--- src/hdl/tpf_pkg.sv ---
// ----------------------------------------------------------------------------
// tpf_pkg
// Types, constants and the CRC-16/CCITT-FALSE byte update for the telemetry
// packet framer.
// ----------------------------------------------------------------------------
package tpf_pkg;

    localparam int PAYLOAD_BYTES_DEF = 17;
    localparam int POS_W             = 6;

    localparam logic [15:0] CRC_INIT = 16'hFFFF;
    localparam logic [15:0] CRC_POLY = 16'h1021;
    localparam logic [7:0]  BYTE_CR  = 8'h0D;
    localparam logic [7:0]  BYTE_LF  = 8'h0A;

    // Input request fields
    typedef struct packed {
        logic [7:0]  payload_byte;
        logic [7:0]  msg_id_first;
        logic [7:0]  msg_id_second;
        logic [31:0] time_ms;
    } in_t;

    // Result fields
    typedef struct packed {
        logic [7:0] out_byte;
        logic       run_last;
        logic       packet_end;
    } out_t;

    // Classified request handed from front to back
    typedef struct packed {
        logic        first;
        logic        last;
        logic [31:0] seq;
        in_t         data;
    } cmd_t;

    // Position of a byte inside a framed packet
    typedef enum logic [3:0] {
        STEP_MARKER  = 4'd0,
        STEP_SEQ3    = 4'd1,
        STEP_SEQ2    = 4'd2,
        STEP_SEQ1    = 4'd3,
        STEP_SEQ0    = 4'd4,
        STEP_ID_A    = 4'd5,
        STEP_ID_B    = 4'd6,
        STEP_TIME3   = 4'd7,
        STEP_TIME2   = 4'd8,
        STEP_TIME1   = 4'd9,
        STEP_TIME0   = 4'd10,
        STEP_PAYLOAD = 4'd11,
        STEP_CRC_HI  = 4'd12,
        STEP_CRC_LO  = 4'd13,
        STEP_CR      = 4'd14,
        STEP_LF      = 4'd15
    } step_t;

    // Fold one byte into the CRC, MSB first
    function automatic logic [15:0] crc_feed(input logic [15:0] crc, input logic [7:0] b);
        logic [15:0] c;
        c = crc ^ {b, 8'h00};
        for (int k = 0; k < 8; k++) begin
            if (c[15]) begin
                c = {c[14:0], 1'b0} ^ CRC_POLY;
            end else begin
                c = {c[14:0], 1'b0};
            end
        end
        return c;
    endfunction

endpackage

--- src/hdl/tpf_front.sv ---
// ----------------------------------------------------------------------------
// tpf_front
// Accepts payload requests, tracks the packet position and sequence number,
// and classifies each request as first and/or last of its packet.
// ----------------------------------------------------------------------------
module tpf_front #(
    parameter int PAYLOAD_BYTES = tpf_pkg::PAYLOAD_BYTES_DEF
) (
    input  logic          aclk,
    input  logic          aresetn,
    input  logic          s_valid,
    output logic          s_ready,
    input  tpf_pkg::in_t  s_data,
    input  logic          q_full,
    output logic          q_push,
    output tpf_pkg::cmd_t q_cmd
);

    localparam logic [tpf_pkg::POS_W-1:0] LAST_POS = tpf_pkg::POS_W'(PAYLOAD_BYTES - 1);

    logic [tpf_pkg::POS_W-1:0] pos_reg, pos_next;
    logic [31:0]               seq_reg, seq_next;
    logic                      is_first, is_last;

    assign s_ready  = !q_full;
    assign q_push   = s_valid && !q_full;
    assign is_first = (pos_reg == '0);
    assign is_last  = (pos_reg == LAST_POS);

    // Build the classified request
    always_comb begin
        q_cmd.first = is_first;
        q_cmd.last  = is_last;
        q_cmd.seq   = seq_reg;
        q_cmd.data  = s_data;
    end

    // Advance position on each accepted request, and the sequence on a packet's first
    always_comb begin
        pos_next = pos_reg;
        seq_next = seq_reg;
        if (q_push) begin
            pos_next = is_last ? '0 : pos_reg + tpf_pkg::POS_W'(1);
            if (is_first) begin
                seq_next = seq_reg + 32'd1;
            end
        end
    end

    always_ff @(posedge aclk) begin
        if (!aresetn) begin
            pos_reg <= '0;
            seq_reg <= '0;
        end else begin
            pos_reg <= pos_next;
            seq_reg <= seq_next;
        end
    end

endmodule

--- src/hdl/tpf_queue.sv ---
// ----------------------------------------------------------------------------
// tpf_queue
// Two-entry queue of classified requests between front and back.
// ----------------------------------------------------------------------------
module tpf_queue (
    input  logic          aclk,
    input  logic          aresetn,
    input  logic          push,
    input  tpf_pkg::cmd_t push_cmd,
    output logic          full,
    input  logic          pop,
    output logic          head_valid,
    output tpf_pkg::cmd_t head_cmd
);

    tpf_pkg::cmd_t mem_reg [2];
    logic          wr_ptr_reg, wr_ptr_next;
    logic          rd_ptr_reg, rd_ptr_next;
    logic [1:0]    count_reg, count_next;

    assign full       = (count_reg == 2'd2);
    assign head_valid = (count_reg != 2'd0);
    assign head_cmd   = mem_reg[rd_ptr_reg];

    // Advance pointers and fill count
    always_comb begin
        wr_ptr_next = push ? !wr_ptr_reg : wr_ptr_reg;
        rd_ptr_next = pop ? !rd_ptr_reg : rd_ptr_reg;
        count_next  = count_reg + {1'b0, push} - {1'b0, pop};
    end

    always_ff @(posedge aclk) begin
        if (!aresetn) begin
            wr_ptr_reg <= 1'b0;
            rd_ptr_reg <= 1'b0;
            count_reg  <= 2'd0;
        end else begin
            wr_ptr_reg <= wr_ptr_next;
            rd_ptr_reg <= rd_ptr_next;
            count_reg  <= count_next;
        end
    end

    // Store entries
    always_ff @(posedge aclk) begin
        if (push) begin
            mem_reg[wr_ptr_reg] <= push_cmd;
        end
    end

endmodule

--- src/hdl/tpf_back.sv ---
// ----------------------------------------------------------------------------
// tpf_back
// Sequences the bytes of each classified request onto the result stream,
// one byte a cycle while the result channel is not stalled, and keeps the running CRC.
// ----------------------------------------------------------------------------
module tpf_back (
    input  logic          aclk,
    input  logic          aresetn,
    input  logic [7:0]    start_marker,
    input  logic          q_valid,
    input  tpf_pkg::cmd_t q_cmd,
    output logic          q_pop,
    output logic          m_valid,
    input  logic          m_ready,
    output tpf_pkg::out_t m_data
);

    tpf_pkg::cmd_t  cur_reg, cur_next;
    logic           cur_valid_reg, cur_valid_next;
    tpf_pkg::step_t step_reg, step_next;
    logic [15:0]    crc_reg, crc_next;
    logic           m_valid_reg, m_valid_next;
    tpf_pkg::out_t  m_data_reg, m_data_next;

    logic           emit, at_end, load, hashed;
    logic [7:0]     cur_byte;

    assign m_valid = m_valid_reg;
    assign m_data  = m_data_reg;

    assign emit   = cur_valid_reg && (!m_valid_reg || m_ready);
    assign at_end = (step_reg == tpf_pkg::STEP_LF)
                 || (step_reg == tpf_pkg::STEP_PAYLOAD && !cur_reg.last);
    assign load   = q_valid && (!cur_valid_reg || (emit && at_end));
    assign q_pop  = load;
    assign hashed = (step_reg <= tpf_pkg::STEP_PAYLOAD);

    // Select the byte for the current step
    always_comb begin
        cur_byte = 8'h00;
        unique case (step_reg)
            tpf_pkg::STEP_MARKER:  cur_byte = start_marker;
            tpf_pkg::STEP_SEQ3:    cur_byte = cur_reg.seq[31:24];
            tpf_pkg::STEP_SEQ2:    cur_byte = cur_reg.seq[23:16];
            tpf_pkg::STEP_SEQ1:    cur_byte = cur_reg.seq[15:8];
            tpf_pkg::STEP_SEQ0:    cur_byte = cur_reg.seq[7:0];
            tpf_pkg::STEP_ID_A:    cur_byte = cur_reg.data.msg_id_first;
            tpf_pkg::STEP_ID_B:    cur_byte = cur_reg.data.msg_id_second;
            tpf_pkg::STEP_TIME3:   cur_byte = cur_reg.data.time_ms[31:24];
            tpf_pkg::STEP_TIME2:   cur_byte = cur_reg.data.time_ms[23:16];
            tpf_pkg::STEP_TIME1:   cur_byte = cur_reg.data.time_ms[15:8];
            tpf_pkg::STEP_TIME0:   cur_byte = cur_reg.data.time_ms[7:0];
            tpf_pkg::STEP_PAYLOAD: cur_byte = cur_reg.data.payload_byte;
            tpf_pkg::STEP_CRC_HI:  cur_byte = crc_reg[15:8];
            tpf_pkg::STEP_CRC_LO:  cur_byte = crc_reg[7:0];
            tpf_pkg::STEP_CR:      cur_byte = tpf_pkg::BYTE_CR;
            tpf_pkg::STEP_LF:      cur_byte = tpf_pkg::BYTE_LF;
        endcase
    end

    // Advance the sequencer, CRC and output register
    always_comb begin
        cur_next       = cur_reg;
        cur_valid_next = cur_valid_reg;
        step_next      = step_reg;
        crc_next       = crc_reg;
        m_valid_next   = m_valid_reg && !m_ready;
        m_data_next    = m_data_reg;

        if (emit) begin
            m_valid_next          = 1'b1;
            m_data_next.out_byte  = cur_byte;
            m_data_next.run_last  = at_end;
            m_data_next.packet_end = (step_reg == tpf_pkg::STEP_LF);
            if (hashed) begin
                crc_next = tpf_pkg::crc_feed(
                    (step_reg == tpf_pkg::STEP_MARKER) ? tpf_pkg::CRC_INIT : crc_reg,
                    cur_byte);
            end
            if (at_end) begin
                cur_valid_next = 1'b0;
            end else begin
                step_next = tpf_pkg::step_t'(step_reg + 4'd1);
            end
        end

        // Take the next request from the queue
        if (load) begin
            cur_next       = q_cmd;
            cur_valid_next = 1'b1;
            step_next      = q_cmd.first ? tpf_pkg::STEP_MARKER : tpf_pkg::STEP_PAYLOAD;
        end
    end

    always_ff @(posedge aclk) begin
        if (!aresetn) begin
            cur_valid_reg <= 1'b0;
            step_reg      <= tpf_pkg::STEP_MARKER;
            crc_reg       <= tpf_pkg::CRC_INIT;
            m_valid_reg   <= 1'b0;
        end else begin
            cur_valid_reg <= cur_valid_next;
            step_reg      <= step_next;
            crc_reg       <= crc_next;
            m_valid_reg   <= m_valid_next;
        end
    end

    // Hold payload registers
    always_ff @(posedge aclk) begin
        cur_reg    <= cur_next;
        m_data_reg <= m_data_next;
    end

endmodule

--- src/hdl/telemetry_packet_framer_core.sv ---
// ----------------------------------------------------------------------------
// telemetry_packet_framer_core
// Frames payload bytes into telemetry packets with header, CRC-16 and CR LF.
//
//   channel   ports                          moves
//   input     s_valid s_ready s_data         one payload byte + header fields
//   result    m_valid m_ready m_data         one framed byte
//   config    cfg_valid cfg_ready cfg_data   start marker byte
//
// The back end sends one byte per cycle unless the result channel stalls:
// 12 bytes for a packet's first request, 1 for a middle one, 5 for the last
// (16 when a packet holds one byte); the single output byte port sets this.
// The front takes a request every cycle while the two-entry queue has room.
// Reset (aresetn low, synchronous) clears position, sequence, CRC, queue and
// output valid; the start marker resets to zero. cfg_ready is always high.
// ----------------------------------------------------------------------------
module telemetry_packet_framer_core #(
    parameter int PAYLOAD_BYTES = tpf_pkg::PAYLOAD_BYTES_DEF
) (
    input  logic          aclk,
    input  logic          aresetn,
    input  logic          s_valid,
    output logic          s_ready,
    input  tpf_pkg::in_t  s_data,
    output logic          m_valid,
    input  logic          m_ready,
    output tpf_pkg::out_t m_data,
    input  logic          cfg_valid,
    output logic          cfg_ready,
    input  logic [7:0]    cfg_data
);

    logic [7:0]    marker_reg, marker_next;
    logic          q_push, q_full, q_pop, q_valid;
    tpf_pkg::cmd_t q_in, q_head;

    assign cfg_ready = 1'b1;

    // Hold the start marker
    assign marker_next = cfg_valid ? cfg_data : marker_reg;

    always_ff @(posedge aclk) begin
        if (!aresetn) begin
            marker_reg <= 8'h00;
        end else begin
            marker_reg <= marker_next;
        end
    end

    tpf_front #(
        .PAYLOAD_BYTES(PAYLOAD_BYTES)
    ) u_front (
        .aclk    (aclk),
        .aresetn (aresetn),
        .s_valid (s_valid),
        .s_ready (s_ready),
        .s_data  (s_data),
        .q_full  (q_full),
        .q_push  (q_push),
        .q_cmd   (q_in)
    );

    tpf_queue u_queue (
        .aclk       (aclk),
        .aresetn    (aresetn),
        .push       (q_push),
        .push_cmd   (q_in),
        .full       (q_full),
        .pop        (q_pop),
        .head_valid (q_valid),
        .head_cmd   (q_head)
    );

    tpf_back u_back (
        .aclk         (aclk),
        .aresetn      (aresetn),
        .start_marker (marker_reg),
        .q_valid      (q_valid),
        .q_cmd        (q_head),
        .q_pop        (q_pop),
        .m_valid      (m_valid),
        .m_ready      (m_ready),
        .m_data       (m_data)
    );

endmodule

--- config.mk ---
export PLATFORM = sky130hd
export DESIGN_NAME = telemetry_packet_framer_core
export DESIGN_NICKNAME = d
export VERILOG_FILES = /design/src/hdl/tpf_pkg.sv /design/src/hdl/tpf_front.sv /design/src/hdl/tpf_queue.sv /design/src/hdl/tpf_back.sv /design/src/hdl/telemetry_packet_framer_core.sv
export SDC_FILE = /design/constraint.sdc
export NUM_CORES = 1
export LEC_CHECK = 0
export ABC_CLOCK_PERIOD_IN_PS = 5250
export BUFFER_PORTS_ARGS = -buffer_cell sky130_fd_sc_hd__buf_4
export CELL_PAD_IN_SITES_DETAIL_PLACEMENT = 1
export CELL_PAD_IN_SITES_GLOBAL_PLACEMENT = 1
export CORE_AREA = 5 5 215 155
export CTS_BUF_LIST = sky130_fd_sc_hd__clkbuf_16
export CTS_CLUSTER_DIAMETER = 120
export CTS_CLUSTER_SIZE = 25
export DETAILED_ROUTE_END_ITERATION = 6
export DIE_AREA = 0 0 220 160
export PLACE_DENSITY = 0.73
export SLEW_MARGIN = 15
export SYNTH_ARGS = -nofsm -noshare
export SYNTH_HDL_FRONTEND = slang
export SYNTH_SLANG_ARGS = --single-unit
--- constraint.sdc ---
create_clock -name aclk -period 5.25 [get_ports aclk]
set_input_delay 0.2625 -clock aclk [delete_from_list [all_inputs] [get_ports aclk]]
set_output_delay 0.2625 -clock aclk [all_outputs]
set_load 0.05 [all_outputs]
==> flow_summary.toml <==
[worst_setup_path]
timing.critical_path.from = "u_back.step_reg[2]"
r2r_setup_slack_ns = 1.63
critPathMaxStageDelay_ns = 0.90
cp-start-kind = "register"
crit_type = "reg -> reg"
cp_num_buf_inv = 4
r2r_end = "u_queue.count_reg[1]"
end_kind = "register"
rr_startpoint = "u_back.step_reg[2]"
path_cells = "buf_4 > inv_2 > a211oi_1 > nand2_1 > nand2_1 > o21ai_1 > clkinv_2 > ha_1 > inv_1 > ha_1 > xnor2_1 > xnor2_1 > and2_1"
critPathMaxFanout = 56
cp.required_ns = 5.68
cp_top_family = "buffers and inverters"
cp.arrival_ns = 4.05
slowest_stage = "clkinv_2"
reg2regPathDepth = 13

[floorplan]
die_w_um = 220
die-height_um = 160
core_um2 = 30800
die_area_um2 = 35200
io_pins = 82
row_count = 54
initial_utilization_pct = 45.5

[yosys]
synth_area_leaders = "edfxtp_1, dfxtp_1, mux2_2"
synth_common_cells = "edfxtp_1, mux2_2, dfxtp_1"
synth_xor_area_share_pct = 4.32
muxShareOfSynthArea_pct = 8.66
yosysSeqAreaShare_pct = 70.2
synth_top_family_by_area = "multiplexers"
synth-compound-area-share_pct = 6.60
yosysMostFrequentCell = "edfxtp_1"
postSynthAreaPerCell_um2 = 15.3
synth_simple_gate_area_share_pct = 7.41
synth_edf_count = 279
syn_nets = 996
synth_adder_area_share_pct = 0.803
ys_types = 64
yosys_register_bits = 352
syn-instance-count = 918
yosysTopAreaCell = "edfxtp_1"
yosys_most_used_dff = "edfxtp_1"
synth_area_um2 = 14000
async_flop_share_pct = 0
synth.top_cell.area_share_pct = 59.7
synth-warning-count = 0

[routing]
num_vias = 8009
vias_per_cell = 5.43
drtIter0Drc = 747
ant_nets = 0
drc = 0
first_pass_iters = 5
wl_per_cell_um = 22.5
routed_wl_um = 33200

[run]
cap_violations = 0

[cts]
clock_path_buffers = 3
worstSkewPairLatency_ns = 0.53
clock-sinks = 352
clkTransAtPathRegs_ns = 0.10
cts_root_buffer = "clkbuf_16"
cts_buffers = 18
post_cts_resized = 0
htree_num_levels = 1
cts_setup_buffers = 0
cts_tree = "yes"

[global_routing]
grt_pass1_wl_um = 50600
grt_pass1_vias = 8242
overflow = 0
track_usage_pct = 18.7
antenna_found_initial = 0
grt_max_degree = 63

[finish]
fillers = 2980
drive_gt1_share_pct = 22.0
n_antenna_cell = 0
syn_to_final_growth_pct = 15.2
largest_reg_flops = 180
nets = 1122

[power_and_ir_drop]
ir_drop_v = 0.000304
leakagePower_nw = 5.64
power.density_nw_per_um2 = 515
p_total_w = 0.00831

[sta]
slew_headroom_pct = 26.9
tns_ns = 0
slew_violations = 0
finalHoldViolations = 0
skew_ns = 0.0299
clock.fmax_mhz = 276
worst_slew_pin_slew_ns = 1.10
rsz0062_at_grt = "no"
post-route-period-util_pct = 69.0
setup_viol_count_final = 0
min_period_ns = 3.62

[run_status]
outcome = "complete, no violations"

[hold_path]
holdPathEnd = "marker_reg[7]"
hold_path_depth = 3
min_path_type = "in -> reg"
hp-start = "cfg_data[7]"

[placed_design]
place_hpwl_um = 22200
io_buffer_count = 80
gp_congestion = 0.872
[metrics by stage]
step / util (%) / setup WS [ns] / hold slack [ns] / cells / instance area [um^2]
floorplan: - / 0.891 / 0.361 / 918 / 14000
global placement: 48.7 / 1.76 / 0.447 / 1385 / 15000
detailed placement: 48.7 / 1.59 / 0.451 / 1385 / 15000
CTS: 52.4 / 1.58 / 0.000252 / 1476 / 16100
global route: 52.4 / 1.37 / 0.00118 / 1476 / 16200
finish: 52.4 / 1.63 / 0.0176 / 1476 / 16200
[cell usage in the layout (no fill, tap or decap), types with 16 or more instances in the layout]
master,count
edfxtp_1,279
nor2_1,44
nand2_1,53
nand3_1,16
buf_4,88
dlygate4sd3_1,59
a21oi_1,17
inv_1,26
dfxtp_1,72
xnor2_1,38
mux2_2,91
and2_1,33
mux2i_1,19
clkbuf_16,18
[layer usage]
| metal | wire (um) | global-route usage (%) | up-vias | part of all wire [%] |
|---|---|---|---|---|
| met5 | 0 | 0 | - | 0 |
| met2 | 15000 | 28.7 | 200 | 45 |
| li1 | - | - | 3655 | - |
| met4 | 498 | 2.98 | 0 | 1.5 |
| met3 | 1890 | 3.52 | 33 | 5.7 |
| met1 | 15800 | 28.3 | 4121 | 48 |
[how the worst max path moves through the flow]
stage / endpoint / cells after the start
after floorplan: u_queue.count_reg[1] / 14
after global placement: u_queue.count_reg[1] / 13
after detailed placement: u_queue.count_reg[1] / 13
after CTS: u_queue.count_reg[1] / 13
after global routing: u_queue.count_reg[1] / 13
final: u_queue.count_reg[1] / 13
[power by group]
group | leakage [nW] | internal (W) | switching [W]
clock | 0.304 | 0.000648 | 0.000873
combinational | 2.06 | 0.00106 | 0.00169
sequential | 3.28 | 0.00373 | 0.000312
total | 5.64 | 0.00544 | 0.00287
[kinds of logic (layout without fill, tap and decap cells)]
group,Yosys count,in the layout
xor gates and xnor gates,61,61
adders and majority gates,9,9
muxes,110,110
other,1,1
DFF,352,352
buffers and inverters,60,198
AOI/OAI and AO/OA,120,120
and+or+nand+nor,205,205
[worst reg2reg max path, stage by stage, from the launching register on]
cell      delay, ns
dfxtp_1        0.31
buf_4          0.27
inv_2          0.20
a211oi_1       0.14
nand2_1        0.08
nand2_1        0.07
o21ai_1        0.29
clkinv_2       0.90
ha_1           0.65
inv_1          0.04
ha_1           0.18
xnor2_1        0.13
xnor2_1        0.12
and2_1         0.15
[final cells by class]
cell class	count	area [um^2]	area share, %
multi-input cells	506	3920	24.3
flip-flops and latches	352	9840	60.9
repair buffers	147	1250	7.75
clock buffers	18	450	2.79
clock inverters	14	91.3	0.565
well taps	420	526	3.25
inverters	19	72.6	0.449
[what timing repair did]
item                       in CTS  in global routing
setup endpoints to repair       0                  0
hold endpoints to repair      115                  0
hold buffers                   59                  0
Power figures use the tool's default switching activity.
